<file path="src/hdl/lssr_pkg.sv">
`timescale 1ns / 1ps
// Shared types and codes for the LIFO key store with search and remove.
// No dependencies; used by the top level and the checker.
package lssr_pkg;

  localparam int DEPTH_DEF     = 8;
  localparam int KEY_BYTES_DEF = 7;
  localparam int KEY_FIELD_W   = 56;
  localparam int MOVES_W       = 3;
  localparam int OCC_W         = 4;

  // request kinds
  localparam logic REQ_ARRIVAL   = 1'b0;
  localparam logic REQ_DEPARTURE = 1'b1;

  // result status codes
  localparam logic [1:0] ST_STORED    = 2'd0;
  localparam logic [1:0] ST_FULL      = 2'd1;
  localparam logic [1:0] ST_REMOVED   = 2'd2;
  localparam logic [1:0] ST_NOT_FOUND = 2'd3;

  typedef struct packed {
    logic                   req_type;
    logic [KEY_FIELD_W-1:0] plate_key;
  } request_t;

  typedef struct packed {
    logic [1:0]         status;
    logic [MOVES_W-1:0] moves;
    logic [OCC_W-1:0]   occupancy;
  } result_t;

endpackage

</file>
<file path="src/hdl/lssr_ram.sv">
`timescale 1ns / 1ps
// Generic simple dual-port RAM: one write port, one read port, registered read.
// No dependencies.
module lssr_ram #(
  parameter int WIDTH = 8,
  parameter int DEPTH = 8,
  parameter int AW    = (DEPTH > 1) ? $clog2(DEPTH) : 1
) (
  input  logic             clk,
  input  logic             wr_en,
  input  logic [AW-1:0]    wr_addr,
  input  logic [WIDTH-1:0] wr_data,
  input  logic             rd_en,
  input  logic [AW-1:0]    rd_addr,
  output logic [WIDTH-1:0] rd_data
);

  logic [WIDTH-1:0] mem [DEPTH];

  always_ff @(posedge clk) begin
    if (wr_en) begin
      mem[wr_addr] <= wr_data;
    end
    if (rd_en) begin
      rd_data <= mem[rd_addr];
    end
  end

endmodule

</file>
<file path="src/hdl/lifo_store_search_remove.sv">
`timescale 1ns / 1ps
// Top level of the LIFO key store with search and remove.
// Depends on lssr_pkg (types, codes) and lssr_ram (key storage).
//
// Usage:
//   A request (arrival or departure plus a key) is taken at a rising edge
//   where start is high and busy is low. Each request yields exactly one
//   result on result, marked by done for one cycle; the receiver cannot
//   stall, so it must take the result in that cycle.
//   An arrival, and a departure on an empty store, finish in the accept
//   cycle: done rises in the cycle after the accept and busy stays low, so a
//   new request may follow at once.
//   A departure searches the store from the top, one entry per cycle out of the
//   RAM read port (registered read), then moves each entry above the
//   match down one slot, one RAM read and write per cycle; busy is high
//   while the search and shift run.
//   Reset (rst, synchronous) empties the store and clears busy and done;
//   RAM contents are left as they are, since only slots below the fill
//   count are ever read.
//   Read and write never target the same slot in one cycle: the shift
//   writes slot j while it reads slot j+2, and a departure reads only in
//   the cycles after any arrival write has landed.
module lifo_store_search_remove #(
  parameter int DEPTH     = lssr_pkg::DEPTH_DEF,
  parameter int KEY_BYTES = lssr_pkg::KEY_BYTES_DEF
) (
  input  logic               clk,
  input  logic               rst,
  input  logic               start,
  input  lssr_pkg::request_t request,
  output logic               busy,
  output logic               done,
  output lssr_pkg::result_t  result
);

  localparam int KEY_W  = (8 * KEY_BYTES > lssr_pkg::KEY_FIELD_W) ?
                          lssr_pkg::KEY_FIELD_W : 8 * KEY_BYTES;
  localparam int ADDR_W = (DEPTH > 1) ? $clog2(DEPTH) : 1;
  localparam int CNT_W  = $clog2(DEPTH + 1);

  typedef enum logic [2:0] {
    S_IDLE   = 3'b001,
    S_SEARCH = 3'b010,
    S_SHIFT  = 3'b100
  } state_t;

  state_t              state, state_next;
  logic [CNT_W-1:0]    fill, fill_next;
  logic [ADDR_W-1:0]   ptr, ptr_next;
  logic [KEY_W-1:0]    key, key_next;
  logic [lssr_pkg::MOVES_W-1:0] moves, moves_next;
  logic                done_next;
  lssr_pkg::result_t   result_next;

  // RAM port signals
  logic                wr_en;
  logic [ADDR_W-1:0]   wr_addr;
  logic [KEY_W-1:0]    wr_data;
  logic                rd_en;
  logic [ADDR_W-1:0]   rd_addr;
  logic [KEY_W-1:0]    rd_data;

  // helper arithmetic on the pointer and fill count
  logic [CNT_W-1:0]    ptr_ext;
  logic [CNT_W-1:0]    fill_m1;
  logic [CNT_W:0]      ptr_p2;
  logic [KEY_W-1:0]    in_key;
  logic                match;

  assign ptr_ext = CNT_W'(ptr);
  assign fill_m1 = fill - CNT_W'(1);
  assign ptr_p2  = (CNT_W + 1)'(ptr) + (CNT_W + 1)'(2);
  assign in_key  = request.plate_key[KEY_W-1:0];
  assign match   = (rd_data == key);

  lssr_ram #(
    .WIDTH (KEY_W),
    .DEPTH (DEPTH)
  ) u_slots (
    .clk     (clk),
    .wr_en   (wr_en),
    .wr_addr (wr_addr),
    .wr_data (wr_data),
    .rd_en   (rd_en),
    .rd_addr (rd_addr),
    .rd_data (rd_data)
  );

  always_comb begin
    state_next  = state;
    fill_next   = fill;
    ptr_next    = ptr;
    key_next    = key;
    moves_next  = moves;
    done_next   = 1'b0;
    result_next = result;
    wr_en       = 1'b0;
    wr_addr     = ptr;
    wr_data     = rd_data;
    rd_en       = 1'b0;
    rd_addr     = ptr;

    unique case (state)
      S_IDLE: begin
        if (start) begin
          key_next = in_key;
          if (request.req_type == lssr_pkg::REQ_ARRIVAL) begin
            done_next = 1'b1;
            if (fill == CNT_W'(DEPTH)) begin
              // store full: reject, leave contents
              result_next.status    = lssr_pkg::ST_FULL;
              result_next.moves     = '0;
              result_next.occupancy = lssr_pkg::OCC_W'(fill);
            end else begin
              // push on top
              wr_en                 = 1'b1;
              wr_addr               = ADDR_W'(fill);
              wr_data               = in_key;
              fill_next             = fill + CNT_W'(1);
              result_next.status    = lssr_pkg::ST_STORED;
              result_next.moves     = '0;
              result_next.occupancy = lssr_pkg::OCC_W'(fill + CNT_W'(1));
            end
          end else if (fill == '0) begin
            // departure on an empty store
            done_next             = 1'b1;
            result_next.status    = lssr_pkg::ST_NOT_FOUND;
            result_next.moves     = '0;
            result_next.occupancy = lssr_pkg::OCC_W'(fill);
          end else begin
            // start the search at the top entry
            rd_en      = 1'b1;
            rd_addr    = ADDR_W'(fill_m1);
            ptr_next   = ADDR_W'(fill_m1);
            state_next = S_SEARCH;
          end
        end
      end

      S_SEARCH: begin
        // rd_data holds the slot at ptr
        if (match) begin
          if (ptr_ext == fill_m1) begin
            // top entry matched: drop it, nothing to move
            fill_next             = fill_m1;
            done_next             = 1'b1;
            result_next.status    = lssr_pkg::ST_REMOVED;
            result_next.moves     = '0;
            result_next.occupancy = lssr_pkg::OCC_W'(fill_m1);
            state_next            = S_IDLE;
          end else begin
            // fetch the entry just above the match, then shift down
            rd_en      = 1'b1;
            rd_addr    = ADDR_W'(ptr_ext + CNT_W'(1));
            moves_next = lssr_pkg::MOVES_W'(fill_m1 - ptr_ext);
            state_next = S_SHIFT;
          end
        end else if (ptr == '0) begin
          done_next             = 1'b1;
          result_next.status    = lssr_pkg::ST_NOT_FOUND;
          result_next.moves     = '0;
          result_next.occupancy = lssr_pkg::OCC_W'(fill);
          state_next            = S_IDLE;
        end else begin
          // advance one entry down
          rd_en    = 1'b1;
          rd_addr  = ptr - ADDR_W'(1);
          ptr_next = ptr - ADDR_W'(1);
        end
      end

      S_SHIFT: begin
        // rd_data holds slot ptr+1; write it into slot ptr
        wr_en   = 1'b1;
        wr_addr = ptr;
        wr_data = rd_data;
        if (ptr_p2 == (CNT_W + 1)'(fill)) begin
          fill_next             = fill_m1;
          done_next             = 1'b1;
          result_next.status    = lssr_pkg::ST_REMOVED;
          result_next.moves     = moves;
          result_next.occupancy = lssr_pkg::OCC_W'(fill_m1);
          state_next            = S_IDLE;
        end else begin
          rd_en    = 1'b1;
          rd_addr  = ADDR_W'(ptr_p2);
          ptr_next = ptr + ADDR_W'(1);
        end
      end

      default: begin
        state_next = S_IDLE;
      end
    endcase
  end

  always_ff @(posedge clk) begin
    if (rst) begin
      state <= S_IDLE;
      fill  <= '0;
      done  <= 1'b0;
    end else begin
      state <= state_next;
      fill  <= fill_next;
      done  <= done_next;
    end
  end

  // payload registers: no reset needed
  always_ff @(posedge clk) begin
    ptr    <= ptr_next;
    key    <= key_next;
    moves  <= moves_next;
    result <= result_next;
  end

  assign busy = (state != S_IDLE);

endmodule

</file>
<file path="config.mk">
export PLATFORM = sky130hd
export DESIGN_NAME = lifo_store_search_remove
export DESIGN_NICKNAME = d
export VERILOG_FILES = /design/src/hdl/lssr_pkg.sv /design/src/hdl/lssr_ram.sv /design/src/hdl/lifo_store_search_remove.sv
export SDC_FILE = /design/constraint.sdc
export NUM_CORES = 1
export LEC_CHECK = 0
export BUFFER_PORTS_ARGS = -buffer_cell sky130_fd_sc_hd__buf_4
export CORE_MARGIN = 10
export CORE_UTILIZATION = 60
export DETAILED_ROUTE_END_ITERATION = 10
export PLACE_DENSITY_LB_ADDON = 0.08
export SETUP_SLACK_MARGIN = 0.3
export SLEW_MARGIN = 20
export SYNTH_ARGS = -nofsm -noshare
export SYNTH_HDL_FRONTEND = slang
export SYNTH_HIERARCHICAL = 1
export SYNTH_SLANG_ARGS = --single-unit
</file>
<file path="constraint.sdc">
create_clock -name clk -period 12.4 [get_ports clk]
set_input_delay 3.1 -clock clk [delete_from_list [all_inputs] [get_ports clk]]
set_output_delay 3.1 -clock clk [all_outputs]
set_load 0.05 [all_outputs]
</file>
# Yosys cells after proc, flatten, opt, wreduce, memory -nomap -nowiden
# Memory sizes are Yosys's and may differ from the RTL's. A register that Yosys moved wholly into a read port is not among the register bits.
# Cells that the tools add are included.
# W data, S select, Z words.
[word_totals]
inputBits = 60
elab_cells = 113
ram_bits = 448
ff_bits = 79
out_inout_bits = 11
memories = 1
[op_classes]
bitwise = 1
addsub = 7
eq_ne = 21
reduce_logical = 9
mux = 65
[mem_list]
columns = ["memory", "depth", "word_bits", "read_ports", "rd_ports_with_merged_regs", "write_ports", "line", "source"]
rows = [
  ["u_slots.mem", 8, 56, 1, 1, 1, "lssr_ram.sv:18", "logic [WIDTH-1:0] mem [DEPTH];"],
]
[ops]
columns = ["operator", "n"]
rows = [
  ["$mux W56", 4],
  ["$mux W9", 7],
  ["$mux W3", 20],
  ["$eq A56 B56 Y1", 1],
  ["$pmux W3 S3", 3],
  ["$pmux W9 S3", 1],
  ["$mux W4", 6],
  ["$ne A2 B2 Y1 const B", 10],
  ["$mux W1", 19],
  ["$pmux W4 S3", 1],
  ["$ne A3 B3 Y1 const B", 3],
  ["$mux W8", 1],
  ["$reduce_and A7 Y1", 1],
  ["$add A3 B1 Y3 const B", 2],
  ["$pmux W1 S3", 2],
  ["$reduce_and A3 Y1", 2],
  ["$reduce_and A6 Y1", 1],
  ["$reduce_and A5 Y1", 1],
  ["$add A3 B2 Y4 const B", 1],
  ["$add A4 B1 Y4 const B", 1],
  ["$eq A3 B4 Y1", 1],
  ["$eq A4 B4 Y1", 1],
  ["$eq A4 B4 Y1 const B", 1],
  ["$logic_not A4 Y1", 1],
  ["12 further kinds", 12],
]

# Longest topological paths before layout
[depth]
depth_word = 7
depth_mapped = 16
depth_no_buf = 10

# Hierarchy
# The synthesis kept the hierarchy.
[by_module_without_submodules]
columns = ["module", "seq_area_each_um2", "cells_each", "area_each_um2", "n_inst"]
rows = [
  ["lssr_ram", 15134.5, 716, 18535.3, 1],
  ["lifo_store_search_remove", 2292.2, 400, 4797.1, 1],
]

# Least setup slack after synthesis
# OpenSTA, ideal clock, no wires.
[synth_path]
path_kind = "input to register"
start = "input port start"
end = "memory u_slots/mem[0][0] (netlist bit) (enable)"
required_ps = 11861
slack_ps = 3643
path_buffers = 2
t_arrival_ps = 8219
setup_ps = 539
cell_stages = 7
path_cell_list = "and2_4 > and2_4 > buf_6 > buf_2 > o2bb2ai_1 > nand2b_1 > nor3_1"
[synth_via]
word_cells_on_any_way = 6
cone_classes = "mux: 6"
[synth_lines]
columns = ["element", "line", "source"]
rows = [
  ["from (decl)", "lifo_store_search_remove.sv:29", "input logic start,"],
  ["$mux W3", "lifo_store_search_remove.sv:105", "if (start) begin"],
  ["$mux W3", "lifo_store_search_remove.sv:103", "unique case (state)"],
  ["named net wr_addr[2]", "lifo_store_search_remove.sv:57", "logic [ADDR_W-1:0] wr_addr;"],
  ["to (decl)", "lssr_ram.sv:18", ""],
]
# The timed path passes the listed nets, and every way through them passes these cells.

# Worst setup path in the final report
[layout_path]
start = "input port start"
end = "memory u_slots/mem[1][8] (netlist bit) (enable)"
# Same word-level chain as after synthesis.

==> flow_metrics.env <==
export IMPL_drv_cap=0
export IMPL_port_buffers=70
export IMPL_synthArstFlopShare_pct=0
export IMPL_total_power_mw=4.479
export IMPL_fmax_mhz=140.4
export IMPL_pin_count=71
export IMPL_syn_num_nets=1185
export IMPL_cts_root_buf="clkbuf_16"
export IMPL_cts_hold_fix_buffers=0
export IMPL_path_max_fanout=59
export IMPL_worstReg2RegEnd="u_slots/mem[1][8]"
export IMPL_reg2reg_from="state[0]"
export IMPL_rsz0062_at_grt="false"
export IMPL_timing_critical_path_from="start"
export IMPL_synth_distinct_cells=54
export IMPL_core_mm2=0.03856
export IMPL_firstDrtPassIters=5
export IMPL_endpoint="u_slots/mem[1][8]"
export IMPL_cp_required_ns=12.64
export IMPL_cts_sinks=583
export IMPL_dp_final_hpwl_mm=24.90
export IMPL_mostFrequentLayoutCells="edfxtp_1 (575), mux2_2 (115), mux4_2 (112)"
export IMPL_slew_viol_final=0
export IMPL_grt_pass1_wl_mm=69.98
export IMPL_post_cts_buffers=0
export IMPL_drive_gt1_share_pct=33.01
export IMPL_die_area_mm2=0.04718
export IMPL_vias=10792
export IMPL_pre_cts_slack_ns=4.540
export IMPL_end_kind="flop"
export IMPL_relSlewSlack_pct=28.00
export IMPL_ys_flop_type="edfxtp_1"
export IMPL_initialDrtViolationCount=954
export IMPL_crit_arrival_ns=7.36
export IMPL_die_x_um=217.2
export IMPL_cts_buffers=57
export IMPL_cts_resized=0
export IMPL_dpl_instance_area_mm2=0.02441
export IMPL_setup_viol=0
export IMPL_grt_use_total_pct=19.78
export IMPL_pwr_density_cell_mw_per_mm2=171.7
export IMPL_nets=1278
export IMPL_period_minus_slack_ns=7.125
export IMPL_cts_tree="yes"
export IMPL_clk_latency_ns=0.60
export IMPL_grt_overflow=0
export IMPL_hp_class="flop to flop"
export IMPL_syn_area_mm2=0.02333
export IMPL_ys_ff_latch=583
export IMPL_fin_cells=1766
export IMPL_placed_cells=1668
export IMPL_status="complete, no violations"
export IMPL_crit_type="input port to flop"
export IMPL_core_rowCount=72
export IMPL_grt_max_degree=70
export IMPL_reg2regPathDepth=9
export IMPL_crit_path_start_kind="input port"
export IMPL_synth_seq_area_share_pct=74.69
export IMPL_finalHoldViolCount=0
export IMPL_chipHeight_um=217.2
export IMPL_drc=0
export IMPL_mostFrequentLayoutCell="edfxtp_1"
export IMPL_netlist_instances=1116
export IMPL_grt_pass1_vias=11265
export IMPL_antenna_found_initial=1
export IMPL_syn_to_final_growth_pct=11.83
export IMPL_clockBufferDepth=3
export IMPL_routed_wl_mm=46.16
export IMPL_synth_warnings=6
export IMPL_ant_nets=0
export IMPL_peakVddDrop_mv=0.1250
export IMPL_cts_htree_levels=2
export IMPL_syn_area_per_cell_um2=20.91
export IMPL_min_period_over_period_pct=57.46
export IMPL_synth_edf_count=575
export IMPL_initial_core_util_pct=60.51
export IMPL_worst_pin_slew_ns=1.080
export IMPL_path_clk_slew_ns=0.06
export IMPL_via_per_inst=6.111
export IMPL_p_leak_nw=8.333
export IMPL_wire_per_inst_um=26.14
export IMPL_fin_skew_ns=0.01302
export IMPL_n_antenna_cell=0
export IMPL_fin_ws_ns=5.275
export IMPL_finalInstanceArea_mm2=0.02609
export IMPL_rrSetupSlack_ns=6.89
export IMPL_gp_congestion=0.8285
export IMPL_setup_tns_ns=0
[stage by stage]
step	util (%)	hold WS [ns]
4_1_cts	67.67	0.5365
6_report	67.67	0.5311
3_5_place_dp	63.32	0.5220
3_3_place_gp	63.32	0.5128
5_1_grt	67.67	0.5457
2_1_floorplan	-	0.4967
[cell usage after synthesis (all sizes together) (3+ instances only)]
master  count  share of area (%)
nand2      15               0.24
a21oi      12               0.26
mux2      117                5.7
clkbuf     18               0.29
nand3       4              0.086
nor2       28               0.45
nor4        3              0.080
and3        4               0.11
o21ai       9               0.19
ha          8               0.43
o21a        4               0.13
or2         3              0.091
nand2b      6               0.16
and2        5               0.16
nor3b       4               0.23
xnor2      64                2.4
dfxtp       8               0.69
a221oi      3               0.11
nand4      16               0.43
buf        37                1.1
mux4      112                 11
a31oi       3              0.080
xor2        3               0.11
edfxtp    575                 74
inv        15               0.24
nor3       11               0.26
[worst max-delay path, cell delays in order]
cell	delay [ns]
buf_4	0.09
and2_4	0.12
buf_4	0.76
and2_4	0.66
buf_4	0.54
o21ai_0	0.34
nand2b_1	0.32
nor2_4	0.73
buf_4	0.63
[power by group]
part | internal, mW | switching, mW
clock network | 0.873 | 0.692
registers | 2.28 | 0.0285
logic | 0.296 | 0.307
[routing by layer]
| metal | track usage (%) | vias up | share of wire (%) |
|---|---|---|---|
| met2 | 31.76 | 313 | 49 |
| met5 | 0 | - | 0.017 |
| li1 | - | 4721 | - |
| met1 | 27.54 | 5688 | 43 |
| met4 | 5.989 | 2 | 2.2 |
| met3 | 3.440 | 68 | 5.7 |
[worst min path at each step]
stage	from	to	slack [ns]	cells after the start
6_report	moves[0]	result[4]	0.53	1
5_1_grt	moves[0]	result[4]	0.55	1
4_1_cts	moves[0]	result[4]	0.54	1
3_5_place_dp	moves[0]	result[4]	0.52	1
3_3_place_gp	moves[0]	result[4]	0.51	1
2_1_floorplan	moves[0]	result[4]	0.50	1
[cell families after synthesis]
kind of cell	after synthesis	synth area share, %
adder cells (fa/ha/maj)	9	0.5148
XOR/XNOR	67	2.515
flip-flops	583	74.69
AO/OA/AOI/OAI	52	1.582
buffers and inverters	70	1.673
AND/OR/NAND/NOR	104	2.451
multiplexers	231	16.58
[sequential cells by signal, summed over array words and instances, names as in the netlist]
register and count:
done 1, fill 4, key 56, moves 3, ptr 3, result 9
state 3, u_slots/mem 448, u_slots/rd_data 56
[cell type report]
cell class / count / area, um2
clock inverter: 27 / 178.9
sequential: 583 / 17430
fill: 2549 / 12460
tap: 518 / 648.1
inverter: 15 / 56.30
timing repair buffer: 89 / 668.1
clock buffer: 71 / 1500
multi-input combinational: 463 / 5614
Power figures use the tool's default switching activity.
